--- src/smbd_pkg.sv ---
// Package with constants, request codes and sequencer states of the bounded SplitMix64 draw.
`timescale 1ns / 1ps

package smbd_pkg;

    // SplitMix64 increment and mixing constants.
    localparam logic [63:0] GOLDEN_GAMMA = 64'h9E37_79B9_7F4A_7C15;
    localparam logic [63:0] MIX_MUL_A    = 64'hBF58_476D_1CE4_E5B9;
    localparam logic [63:0] MIX_MUL_B    = 64'h94D0_49BB_1331_11EB;
    localparam int unsigned SHIFT_1      = 30;
    localparam int unsigned SHIFT_2      = 27;
    localparam int unsigned SHIFT_3      = 31;

    // Flips the sign bit so that signed bounds compare as unsigned values.
    localparam logic [31:0] SIGN_BIAS = 32'h8000_0000;

    // Request codes carried in req_type.
    typedef enum logic [1:0] {
        REQ_RESTART = 2'd0,
        REQ_RAW     = 2'd1,
        REQ_BOUNDED = 2'd2
    } t_req;

    // Sequencer states.
    typedef enum logic [2:0] {
        S_IDLE,
        S_DIV,
        S_ADD,
        S_MIX,
        S_MUL,
        S_CHECK,
        S_WB
    } t_state;

endpackage

--- src/smbd_if.sv ---
// Channel interfaces of the bounded SplitMix64 draw: request, result and seed write.
`timescale 1ns / 1ps

interface smbd_req_if;
    logic               valid;
    logic               ready;
    logic [1:0]         req_type;
    logic signed [31:0] range_min;
    logic signed [31:0] range_max;

    modport source (output valid, output req_type, output range_min, output range_max,
                    input ready);
    modport sink   (input valid, input req_type, input range_min, input range_max,
                    output ready);
endinterface

interface smbd_res_if;
    logic               valid;
    logic               ready;
    logic [63:0]        raw_value;
    logic signed [31:0] bounded_value;
    logic [63:0]        draws_used;
    logic               range_error;

    modport source (output valid, output raw_value, output bounded_value,
                    output draws_used, output range_error, input ready);
    modport sink   (input valid, input raw_value, input bounded_value,
                    input draws_used, input range_error, output ready);
endinterface

interface smbd_cfg_if;
    logic        valid;
    logic        ready;
    logic [63:0] seed_state;

    modport source (output valid, output seed_state, input ready);
    modport sink   (input valid, input seed_state, output ready);
endinterface

--- src/splitmix64_bounded_draw.sv ---
// Top level: SplitMix64 generator with unbiased bounded draws on one shared datapath.
// Restart, inverted bounds and unused codes go from S_IDLE straight to S_WB and the output register.
// A raw draw passes the accepting state, one add, two xor-shift/multiply rounds of one xor-shift
// step and three partial-product steps each, one check and one write-back.
// A bounded draw adds a division for the rejection threshold, an add/mix/check pass per redraw and
// a division for the final remainder, both on the one-bit-per-cycle restoring divider.
// One request is worked at a time; the next is taken once the result sits in the output register.
// Reset clears the seed register, generator state, draw counter and all handshake state.
`timescale 1ns / 1ps

module splitmix64_bounded_draw
    import smbd_pkg::*;
(
    input  logic            i_clk,
    input  logic            i_rst_n,
    smbd_cfg_if.sink        i_cfg,
    smbd_req_if.sink        i_req,
    smbd_res_if.source      o_res
);

    // Architectural state.
    logic [63:0] r_seed;
    logic [63:0] r_gen;
    logic [63:0] r_draws;

    // Sequencer.
    t_state r_state;
    t_state n_state;

    // Working registers.
    logic [63:0] r_z;
    logic [63:0] r_acc;
    logic [1:0]  r_k;
    logic        r_phase;
    logic        r_bounded_req;
    logic [32:0] r_range;
    logic [32:0] r_thr;
    logic        r_thr_mode;
    logic [63:0] r_dq;
    logic [32:0] r_rem;
    logic [5:0]  r_bit;
    logic [31:0] r_lo;

    // Pending result.
    logic [63:0] r_raw;
    logic [31:0] r_bnd;
    logic        r_err;

    // Output register.
    logic               r_out_valid;
    logic [63:0]        r_out_raw;
    logic signed [31:0] r_out_bnd;
    logic [63:0]        r_out_draws;
    logic               r_out_err;

    // Control.
    logic req_beat;
    logic wb_go;
    logic idle_ready;

    // Request decode.
    logic [31:0] lo_b;
    logic [31:0] hi_b;
    logic        bad_bounds;
    logic [32:0] range_w;
    t_req        req_code;

    // Shared datapath pieces.
    logic [63:0] gen_next;
    logic [31:0] mul_a;
    logic [31:0] mul_b;
    logic [63:0] mul_p;
    logic [63:0] const_sel;
    logic [63:0] z_fin;
    logic [33:0] div_t;
    logic        div_ge;
    logic [32:0] rem_next;

    assign req_code   = t_req'(i_req.req_type);
    assign lo_b       = i_req.range_min ^ SIGN_BIAS;
    assign hi_b       = i_req.range_max ^ SIGN_BIAS;
    assign bad_bounds = lo_b > hi_b;
    assign range_w    = {1'b0, hi_b} - {1'b0, lo_b} + 33'd1;

    // Golden-gamma step of the generator state.
    assign gen_next = r_gen + GOLDEN_GAMMA;

    // Shared 32x32 multiplier: low 64 bits of a 64x64 product in three partial products.
    assign const_sel = r_phase ? MIX_MUL_B : MIX_MUL_A;
    always_comb begin
        case (r_k)
            2'd0: begin
                mul_a = r_z[31:0];
                mul_b = const_sel[31:0];
            end
            2'd1: begin
                mul_a = r_z[31:0];
                mul_b = const_sel[63:32];
            end
            default: begin
                mul_a = r_z[63:32];
                mul_b = const_sel[31:0];
            end
        endcase
    end
    assign mul_p = {32'd0, mul_a} * {32'd0, mul_b};

    // Final xor-shift of the mixed value.
    assign z_fin = r_z ^ (r_z >> SHIFT_3);

    // Restoring divider step: one dividend bit per cycle, remainder only.
    assign div_t    = {r_rem, r_dq[63]};
    assign div_ge   = div_t >= {1'b0, r_range};
    assign rem_next = div_ge ? 33'(div_t - {1'b0, r_range}) : div_t[32:0];

    // Output register takes a result when it is empty or being drained.
    assign wb_go = !r_out_valid || o_res.ready;

    // Handshake outputs of the sequencer.
    always_comb begin
        idle_ready = 1'b0;
        case (r_state)
            S_IDLE:  idle_ready = 1'b1;
            default: idle_ready = 1'b0;
        endcase
    end
    assign i_req.ready = idle_ready;
    assign i_cfg.ready = 1'b1;
    assign req_beat    = i_req.valid && idle_ready;

    // Next-state logic.
    always_comb begin
        n_state = r_state;
        case (r_state)
            S_IDLE: begin
                if (req_beat) begin
                    case (req_code)
                        REQ_RAW:     n_state = S_ADD;
                        REQ_BOUNDED: n_state = bad_bounds ? S_WB : S_DIV;
                        default:     n_state = S_WB;
                    endcase
                end
            end
            S_DIV: begin
                if (r_bit == 6'd63) begin
                    n_state = r_thr_mode ? S_ADD : S_WB;
                end
            end
            S_ADD:   n_state = S_MIX;
            S_MIX:   n_state = S_MUL;
            S_MUL: begin
                if (r_k == 2'd2) begin
                    n_state = r_phase ? S_CHECK : S_MIX;
                end
            end
            S_CHECK: begin
                if (!r_bounded_req) begin
                    n_state = S_WB;
                end else if ({31'd0, r_thr} > z_fin) begin
                    n_state = S_ADD;
                end else begin
                    n_state = S_DIV;
                end
            end
            S_WB: begin
                if (wb_go) begin
                    n_state = S_IDLE;
                end
            end
            default: n_state = S_IDLE;
        endcase
    end

    // Sequencer state and architectural state.
    always_ff @(posedge i_clk) begin
        if (!i_rst_n) begin
            r_state <= S_IDLE;
            r_seed  <= 64'd0;
            r_gen   <= 64'd0;
            r_draws <= 64'd0;
        end else begin
            r_state <= n_state;
            if (i_cfg.valid) begin
                r_seed <= i_cfg.seed_state;
            end
            if (req_beat && req_code == REQ_RESTART) begin
                r_gen   <= r_seed;
                r_draws <= 64'd0;
            end
            if (r_state == S_ADD) begin
                r_gen   <= gen_next;
                r_draws <= r_draws + 64'd1;
            end
        end
    end

    // Datapath registers driven by the sequencer.
    always_ff @(posedge i_clk) begin
        case (r_state)
            S_IDLE: begin
                // Decode a request beat and clear the pending result.
                r_raw         <= 64'd0;
                r_bnd         <= 32'd0;
                r_err         <= req_beat && req_code == REQ_BOUNDED && bad_bounds;
                r_bounded_req <= req_beat && req_code == REQ_BOUNDED;
                r_lo          <= i_req.range_min;
                r_range       <= range_w;
                r_dq          <= 64'd0 - {31'd0, range_w};
                r_rem         <= 33'd0;
                r_bit         <= 6'd0;
                r_thr_mode    <= 1'b1;
            end
            S_DIV: begin
                r_dq  <= r_dq << 1;
                r_rem <= rem_next;
                r_bit <= r_bit + 6'd1;
                if (r_bit == 6'd63) begin
                    if (r_thr_mode) begin
                        r_thr <= rem_next;
                    end else begin
                        r_bnd <= r_lo + rem_next[31:0];
                    end
                end
            end
            S_ADD: begin
                r_z     <= gen_next;
                r_phase <= 1'b0;
            end
            S_MIX: begin
                r_z <= r_phase ? (r_z ^ (r_z >> SHIFT_2)) : (r_z ^ (r_z >> SHIFT_1));
                r_k <= 2'd0;
            end
            S_MUL: begin
                r_k <= r_k + 2'd1;
                if (r_k == 2'd0) begin
                    r_acc <= mul_p;
                end else if (r_k == 2'd1) begin
                    r_acc <= r_acc + {mul_p[31:0], 32'd0};
                end else begin
                    r_z     <= r_acc + {mul_p[31:0], 32'd0};
                    r_phase <= 1'b1;
                end
            end
            S_CHECK: begin
                // Keep the sample and set up its remainder by the range.
                r_raw      <= z_fin;
                r_dq       <= z_fin;
                r_rem      <= 33'd0;
                r_bit      <= 6'd0;
                r_thr_mode <= 1'b0;
            end
            default: begin
                r_raw <= r_raw;
            end
        endcase
    end

    // Output register.
    always_ff @(posedge i_clk) begin
        if (!i_rst_n) begin
            r_out_valid <= 1'b0;
        end else if (r_state == S_WB && wb_go) begin
            r_out_valid <= 1'b1;
        end else if (o_res.ready) begin
            r_out_valid <= 1'b0;
        end
    end

    always_ff @(posedge i_clk) begin
        if (r_state == S_WB && wb_go) begin
            r_out_raw   <= r_raw;
            r_out_bnd   <= r_bnd;
            r_out_draws <= r_draws;
            r_out_err   <= r_err;
        end
    end

    assign o_res.valid         = r_out_valid;
    assign o_res.raw_value     = r_out_raw;
    assign o_res.bounded_value = r_out_bnd;
    assign o_res.draws_used    = r_out_draws;
    assign o_res.range_error   = r_out_err;

    // The draw counter only steps by one, clears on restart or holds.
    a_draw_step: assert property (@(posedge i_clk) disable iff (!i_rst_n)
        r_draws != $past(r_draws) |-> r_draws == $past(r_draws) + 64'd1 || r_draws == 64'd0)
        else $error("draw counter moved by other than one step");

    // The divider remainder stays below the range.
    a_rem_bound: assert property (@(posedge i_clk) disable iff (!i_rst_n)
        r_state == S_DIV |-> r_rem < r_range)
        else $error("divider remainder reached the range");

    // An inverted-bounds result carries no sample.
    a_err_zero: assert property (@(posedge i_clk) disable iff (!i_rst_n)
        o_res.valid && o_res.range_error |-> o_res.raw_value == 64'd0 &&
        o_res.bounded_value == 32'sd0)
        else $error("range error result carries a sample");

endmodule
--- src/flat_wrapper.sv ---
// flat-port wrapper written by rule: the top's interface ports become plain ports
module splitmix64_bounded_draw_flat import smbd_pkg::*;
  (i_clk, i_rst_n, i_cfg_valid, i_cfg_seed_state, i_cfg_ready, i_req_valid, i_req_req_type, i_req_range_min, i_req_range_max, i_req_ready, o_res_valid, o_res_raw_value, o_res_bounded_value, o_res_draws_used, o_res_range_error, o_res_ready);
  smbd_cfg_if i_cfg_i ();
  smbd_req_if i_req_i ();
  smbd_res_if o_res_i ();
  input  logic i_clk;
  input  logic i_rst_n;
  input wire logic [$bits(i_cfg_i.valid)-1:0] i_cfg_valid;
  input wire logic [$bits(i_cfg_i.seed_state)-1:0] i_cfg_seed_state;
  output wire logic [$bits(i_cfg_i.ready)-1:0] i_cfg_ready;
  input wire logic [$bits(i_req_i.valid)-1:0] i_req_valid;
  input wire logic [$bits(i_req_i.req_type)-1:0] i_req_req_type;
  input wire logic [$bits(i_req_i.range_min)-1:0] i_req_range_min;
  input wire logic [$bits(i_req_i.range_max)-1:0] i_req_range_max;
  output wire logic [$bits(i_req_i.ready)-1:0] i_req_ready;
  output wire logic [$bits(o_res_i.valid)-1:0] o_res_valid;
  output wire logic [$bits(o_res_i.raw_value)-1:0] o_res_raw_value;
  output wire logic [$bits(o_res_i.bounded_value)-1:0] o_res_bounded_value;
  output wire logic [$bits(o_res_i.draws_used)-1:0] o_res_draws_used;
  output wire logic [$bits(o_res_i.range_error)-1:0] o_res_range_error;
  input wire logic [$bits(o_res_i.ready)-1:0] o_res_ready;
  assign i_cfg_i.valid = i_cfg_valid;
  assign i_cfg_i.seed_state = i_cfg_seed_state;
  assign i_cfg_ready = i_cfg_i.ready;
  assign i_req_i.valid = i_req_valid;
  assign i_req_i.req_type = i_req_req_type;
  assign i_req_i.range_min = i_req_range_min;
  assign i_req_i.range_max = i_req_range_max;
  assign i_req_ready = i_req_i.ready;
  assign o_res_valid = o_res_i.valid;
  assign o_res_raw_value = o_res_i.raw_value;
  assign o_res_bounded_value = o_res_i.bounded_value;
  assign o_res_draws_used = o_res_i.draws_used;
  assign o_res_range_error = o_res_i.range_error;
  assign o_res_i.ready = o_res_ready;
  splitmix64_bounded_draw u_core (.i_clk(i_clk), .i_rst_n(i_rst_n), .i_cfg(i_cfg_i), .i_req(i_req_i), .o_res(o_res_i));
endmodule
--- config.mk ---
export PLATFORM = sky130hd
export DESIGN_NAME = splitmix64_bounded_draw_flat
export DESIGN_NICKNAME = d
export VERILOG_FILES = /design/src/smbd_pkg.sv /design/src/smbd_if.sv /design/src/splitmix64_bounded_draw.sv /design/src/flat_wrapper.sv
export SDC_FILE = /design/constraint.sdc
export NUM_CORES = 2
export LEC_CHECK = 0
export CAP_MARGIN = 20
export CORE_MARGIN = 2
export CORE_UTILIZATION = 30
export DETAILED_ROUTE_END_ITERATION = 6
export DONT_BUFFER_PORTS = 1
export HOLD_SLACK_MARGIN = 0.15
export PLACE_DENSITY = 0.45
export SKIP_CTS_REPAIR_TIMING = 1
export SLEW_MARGIN = 0
export SYNTH_ARGS = -nofsm -noshare
export SYNTH_HDL_FRONTEND = slang
export SYNTH_SLANG_ARGS = --single-unit
--- constraint.sdc ---
create_clock -name i_clk -period 11.6 [get_ports i_clk]
set_clock_uncertainty 0.05 [all_clocks]
set_input_delay 0.58 -clock i_clk [delete_from_list [all_inputs] [get_ports i_clk]]
set_output_delay 0.58 -clock i_clk [all_outputs]
set_load 0.05 [all_outputs]
**Word-level counts from Yosys, hierarchy flattened**

Cells that the tools add are included.

- Multiplexer cells: 40
- Magnitude comparators: 3
- Multipliers: 1
- Reductions and logical operators: 28
- Add/subtract/negate cells: 10
- Bitwise operators: 5
- Equal/unequal tests: 18

Operator list:

| cell | number |
|---|---|
| 64-bit 2-to-1 mux | 9 |
| 64-bit case mux with 3 select lines | 2 |
| 32-bit 2-to-1 mux | 4 |
| 64-bit case mux with 2 select lines | 1 |
| 33-bit case mux with 2 select lines | 1 |
| 64-bit by 1-bit adder with 64-bit output, second input constant | 1 |
| 64-bit adder | 1 |
| 64-bit adder, second input constant | 1 |
| 33-bit by 64-bit > comparator with 1-bit output | 1 |
| 32-bit by 32-bit multiplier with 64-bit output | 1 |
| 32-bit case mux with 2 select lines | 1 |
| 64-bit by 33-bit XOR with 64-bit output | 1 |
| 64-bit by 34-bit XOR with 64-bit output | 1 |
| 64-bit by 37-bit XOR with 64-bit output | 1 |
| 62-bit 2-to-1 mux | 1 |
| 34-bit by 33-bit greater-or-equal comparator with 1-bit output | 1 |
| 1-bit by 33-bit subtractor with 34-bit output, first input constant | 1 |
| 33-bit by 1-bit adder with 33-bit output, second input constant | 1 |
| 33-bit 2-to-1 mux | 1 |
| 32-bit by 32-bit subtractor with 33-bit output | 1 |
| 33-bit subtractor | 1 |
| 32-bit adder | 1 |
| 32-bit > comparator | 1 |
| 3-bit 2-to-1 mux | 8 |
| other kinds (29) | 62 |

- Output and inout port bits: 164
- Word-level logic and storage cells: 129
- Input port bits: 135
- Register bits: 788

**Logic depth before layout (Yosys ltp)**

- Word-level depth: 8
- Depth in mapped cells: 44
- Mapped depth without buffers: 43

**Worst setup path after synthesis**

OpenSTA, ideal clock, no wires.

- Kind: register to register
- Start point: register u_core.r_k[0]
- End point: register u_core.r_z[62] (data pin)
- Data arrival time: 10.576 ns
- Library setup time: 0.267 ns
- Clock period less this slack: 10.893 ns
- Stages on the path, launching flop included: 38
- Buffers on the path: 3
- Setup slack: 0.707 ns
- Cells stage by stage: edfxtp_1 > inv_1 > ha_1 > clkbuf_1 > nor2_1 > clkbuf_1 > clkbuf_1 > mux2i_1 > inv_1 > nand2_1 > o21ai_0 > fa_1 > fa_1 > fa_1 > inv_1 > fa_1 > inv_1 > fa_1 > (+2 left out) > inv_1 > fa_1 > fa_1 > ha_1 > and2_1 > nand3_1 > a211oi_1 > nor2_1 > xnor2_1 > ha_1 > a211oi_1 > nand2_1 > o31a_1 > a311o_1 > a41oi_1 > mux2_2 > o21ai_0 > o21ai_0

- Cells in the longest elaborated chain, start to end: 8

Ends and longest elaborated chain:

| item | line | source |
|---|---|---|
| start: declaration | splitmix64_bounded_draw.sv:33 | `logic [1:0] r_k;` |
| start signal: assignment | splitmix64_bounded_draw.sv:234 | `r_k <= r_k + 2'd1;` |
| 2-bit by 1-bit == test with 1-bit output / 2-bit logical NOT (equally long branches) | splitmix64_bounded_draw.sv:91 | `case (r_k)` |
| 2-bit OR reduction (no source line) | - |  |
| 32-bit 2-to-1 mux | splitmix64_bounded_draw.sv:91 |  |
| 32-bit by 32-bit multiplier with 64-bit output * | splitmix64_bounded_draw.sv:106 | `assign mul_p = {32'd0, mul_a} * {32'd0, mul_b};` |
| 64-bit adder * | splitmix64_bounded_draw.sv:240 | `r_z <= r_acc + {mul_p[31:0], 32'd0};` |
| 64-bit 2-to-1 mux * | splitmix64_bounded_draw.sv:237 | `end else if (r_k == 2'd1) begin` |
| 64-bit 2-to-1 mux * | splitmix64_bounded_draw.sv:235 | `if (r_k == 2'd0) begin` |
| 64-bit case mux with 3 select lines * | splitmix64_bounded_draw.sv:199 | `case (r_state)` |
| end signal: assignment | splitmix64_bounded_draw.sv:226 | `r_z <= gen_next;` |
| end signal: assignment | splitmix64_bounded_draw.sv:230 | `r_z <= r_phase ? (r_z ^ (r_z >> SHIFT_2)) : (r_z ^ (r_z >> SHIFT_1));` |
| end signal: assignment | splitmix64_bounded_draw.sv:240 |  |
| end: declaration | splitmix64_bounded_draw.sv:31 | `logic [63:0] r_z;` |

Every way passes the cells marked *; elsewhere a longest branch is shown, timed or not. The select of a mux whose other input is x is not followed.
A chain may end at the register's enable or synchronous reset.

**Worst setup path after layout**

- Start point: register u_core.r_k[0]
- End point: register u_core.r_acc[57] (data pin)

- Cells in the longest elaborated chain, start to end: 7

Ends and longest elaborated chain:

| item | line | source |
|---|---|---|
| 2-bit by 1-bit == test with 1-bit output / 2-bit logical NOT (equally long branches) | splitmix64_bounded_draw.sv:91, splitmix64_bounded_draw.sv:235 |  |
| 2-bit OR reduction (no source line) | - |  |
| 32-bit 2-to-1 mux | splitmix64_bounded_draw.sv:91 |  |
| 32-bit by 32-bit multiplier with 64-bit output | splitmix64_bounded_draw.sv:106 |  |
| 64-bit adder | splitmix64_bounded_draw.sv:238 | `r_acc <= r_acc + {mul_p[31:0], 32'd0};` |
| 64-bit 2-to-1 mux | splitmix64_bounded_draw.sv:237 |  |
| 64-bit 2-to-1 mux * | splitmix64_bounded_draw.sv:235 |  |
| end signal: assignment | splitmix64_bounded_draw.sv:236 | `r_acc <= mul_p;` |
| end signal: assignment | splitmix64_bounded_draw.sv:238 |  |
| end: declaration | splitmix64_bounded_draw.sv:32 | `logic [63:0] r_acc;` |

Marked as above.

==> summary.txt <==
Seq/Total Area, Yosys: 0.309
routed via count: 52,200
area of the mapped netlist: 0.0703 sq mm
worst skew pair latency: 0.75 ns
non-filler cells in the finished layout: 10,200
final core utilization: 0.342
met2 routed WL: 119,000 um
total met3 wirelength after detailed routing: 19,800 um
worst endpoint required time: 12.05 ns
highest cell delay on the worst timing path: 0.89 ns
average vias per placed instance: 5.10
number of global-route vias before repair: 52,100
area enclosed by the die boundary: 0.238 sq mm
arrival time of the worst setup path: 11.69 ns
initial antenna violation count: 28
Area Overhead vs Synth: 13.2%
Top-Level Pins: 299
most instantiated flip-flop cell in the synthesis netlist: sky130_fd_sc_hd__edfxtp_1
number of buffers inserted during clock tree synthesis: 89
upper clock frequency limit: 89.0 MHz
final weighted congestion in routability-driven placement: 0.987
slew of the pin with the lowest slew margin: 1.12 ns
Detail Placement HPWL: 228,000 um
Core Box Area: 0.233 sq mm
clock root buffer: sky130_fd_sc_hd__clkbuf_16
Min Clock Period, post-route: 11.24 ns
Die Y-Extent: 488 um
uppermost layer routed: met5
final clock period utilization by the worst path: 0.969
dpl ws: 0.502 ns
critical path peak fanout: 20
TritonCTS clock tree: done
count of yosys warnings during synthesis: 0
number of enable flip-flop cells after synthesis: 592
final hold violations: 0
Setup TNS Final: 0 ns
outcome: finished, violations left
placed instance count: 9,897
number of max-cap violations: 0
H-tree levels: 3
number of stages on the worst hold path: 2
filler instances: 23,700
nature of the critical path startpoint: flip-flop
global-route wire length before repair: 393,000 um
row cnt: 177
routed metal-1 wirelength: 129,000 um
Tot GR Track Use: 0.230
layout cell share with drive strength beyond 1: 0.0655
relative slew slack: 0.249
clock sink count: 788
Antenna Nets Post-Route: 0
maximum clock path buffer count: 3
failing checks: design-rule violations
horizontal die dimension: 488 um
number of unique standard cell types used by synthesis: 89
DR pass1 iterations: 7
number of cell instances on the worst register-to-register path: 31
net count of the mapped netlist: 8,348
remaining design rule violation count: 2
IO buf count: 0
RSZ-0062 raised after global routing: no
Worst Setup Path Type: reg2reg
average routed wire per standard cell: 27.0 um
Iteration-0 DRC Markers: 4,987
final layout net count: 8,548
path class of the lowest-slack min-delay path: in2reg
async set-or-reset flop fraction in the synthesized netlist: 0
cell mode on critical path: sky130_fd_sc_hd__fa_1
Worst-path clk slew: 0.07 ns
initial cell density of the core: 0.302
grt ovf: 0
highest-delay cell along the critical path: sky130_fd_sc_hd__mux2i_1
pin count of the biggest net entering global routing: 97
drt total wl: 276,000 um
count of final setup violators: 0
max-slew violation count: 0
#FFs+latches synth: 788
average footprint of a synthesized cell: 10.3 sq um
number of instances in the synthesized netlist: 6,821
slack of the critical path: 0.358 ns
category of the worst setup path capture point: flip-flop
final cells by class:
cell class,count,area [sq um],share of cell area
multi-input cells,4705,43700,0.549
diodes,10,25.0,0.000315
clock buffers,107,2360,0.0296
clock inverters,58,678,0.00853
inverters,1089,4100,0.0515
flip-flops and latches,788,21700,0.273
repair buffers,348,3060,0.0384
well taps,3132,3920,0.0493
flip-flops by register name, summed over array words and instances, names as in the netlist, 33 cells and up:
| register | cells |
|---|---|
| u_core.r_dq | 64 |
| u_core.r_thr | 33 |
| u_core.r_seed | 64 |
| u_core.o_res.raw_value | 64 |
| u_core.r_rem | 33 |
| u_core.r_acc | 64 |
| u_core.r_range | 33 |
| u_core.r_z | 64 |
| u_core.r_draws | 64 |
| u_core.r_gen | 64 |
| u_core.r_raw | 64 |
| u_core.o_res.draws_used | 64 |
path summary, 6_finish.rpt:
kind	startpoint	to	slack, ns
hold / removal	i_rst_n	u_core.r_gen[9]	0.21
hold reg to reg	u_core.r_bnd[27]	u_core.o_res.bounded_value[27]	0.36
setup reg to reg	u_core.r_k[0]	u_core.r_acc[57]	0.36
setup / recovery	u_core.r_k[0]	u_core.r_acc[57]	0.36
synthesized netlist by cell type (all sizes together), types with 26 or more instances:
cell	number	area share
inv	1087	0.058
fa	824	0.23
nor2	610	0.033
edfxtp	592	0.25
ha	568	0.10
nand2	373	0.020
a21oi	297	0.021
o21ai	274	0.020
xnor2	232	0.029
clkbuf	224	0.012
dfxtp	196	0.056
mux2i	134	0.019
a21o	125	0.013
and2	121	0.011
nand3	111	0.0079
xor2	95	0.012
and3	83	0.0074
nor3	71	0.0052
nand2b	55	0.0049
or2	50	0.0045
mux2	47	0.0075
o211ai	45	0.0048
a211o	43	0.0054
a22oi	43	0.0046
nand4	41	0.0037
nor2b	40	0.0036
or3	40	0.0036
a221oi	34	0.0042
o21a	31	0.0033
o22ai	31	0.0028
a211oi	29	0.0032
o21bai	29	0.0031
a31oi	26	0.0024
per-stage QoR:
step           area, sq um  hold WS (ns)
6_report             79500         0.210
3_3_place_gp         74800         0.354
3_5_place_dp         74800         0.355
2_1_floorplan        70300         0.350
4_1_cts              77800        -0.181
5_1_grt              79500         0.181
critical path: cells and delay by family, from the launching register on:
family                   cells  cell delay, ns
AND/OR/NAND/NOR              6            1.14
buffers and inverters        6            1.08
adder cells (fa/ha/maj)     10            4.65
multiplexers                 2            1.21
AO/OA/AOI/OAI                6            2.17
flip-flops                   1            0.42
XOR/XNOR                     1            0.24
placed cells by master (no fill, tap or decap), types with 17 or more instances in the layout:
master	Yosys	layout
sky130_fd_sc_hd__inv_1	1085	1082
sky130_fd_sc_hd__fa_1	824	824
sky130_fd_sc_hd__nor2_1	610	603
sky130_fd_sc_hd__edfxtp_1	592	592
sky130_fd_sc_hd__ha_1	568	565
sky130_fd_sc_hd__nand2_1	373	370
sky130_fd_sc_hd__a21oi_1	297	296
sky130_fd_sc_hd__o21ai_0	266	266
sky130_fd_sc_hd__xnor2_1	232	232
sky130_fd_sc_hd__dfxtp_1	196	195
sky130_fd_sc_hd__buf_4	1	181
sky130_fd_sc_hd__dlygate4sd3_1	0	163
sky130_fd_sc_hd__mux2i_1	134	133
sky130_fd_sc_hd__a21o_1	125	125
sky130_fd_sc_hd__and2_1	119	119
sky130_fd_sc_hd__nand3_1	111	110
sky130_fd_sc_hd__xor2_1	94	94
sky130_fd_sc_hd__clkbuf_16	0	90
sky130_fd_sc_hd__and3_1	83	82
sky130_fd_sc_hd__nor3_1	70	69
sky130_fd_sc_hd__nand2b_1	55	55
sky130_fd_sc_hd__or2_2	49	49
sky130_fd_sc_hd__mux2_2	47	47
sky130_fd_sc_hd__o211ai_1	45	45
sky130_fd_sc_hd__a211o_1	43	43
sky130_fd_sc_hd__a22oi_1	43	43
sky130_fd_sc_hd__nand4_1	41	41
sky130_fd_sc_hd__or3_1	40	40
sky130_fd_sc_hd__nor2b_1	40	38
sky130_fd_sc_hd__a221oi_1	34	34
sky130_fd_sc_hd__o22ai_1	31	31
sky130_fd_sc_hd__o21a_1	31	31
sky130_fd_sc_hd__o21bai_1	29	29
sky130_fd_sc_hd__a211oi_1	28	28
sky130_fd_sc_hd__a31oi_1	25	25
sky130_fd_sc_hd__a222oi_1	24	24
sky130_fd_sc_hd__nor4_1	22	21
sky130_fd_sc_hd__clkinv_2	0	17
per-layer routing:
layer | track usage | up-vias
li1 | - | 23300
met1 | 0.340 | 26800
met2 | 0.340 | 1829
met3 | 0.0442 | 280
met4 | 0.0609 | 14
met5 | 0 | -
cell families (layout without fill, tap and decap cells):
| group | Yosys count | after routing | share of synthesized area |
|---|---|---|---|
| AND/OR/NAND/NOR | 1665 | 1665 | 0.112 |
| adder cells (fa/ha/maj) | 1392 | 1392 | 0.336 |
| buffers and inverters | 1328 | 1602 | 0.0713 |
| AO/OA/AOI/OAI | 1139 | 1139 | 0.105 |
| flip-flops | 788 | 788 | 0.309 |
| XOR/XNOR | 327 | 327 | 0.0409 |
| multiplexers | 181 | 181 | 0.0266 |
| other | 1 | 11 | 0.0000534 |
Power is not shown: default switching activity piles up to over one toggle a cycle in this logic, so the estimate is an artifact.
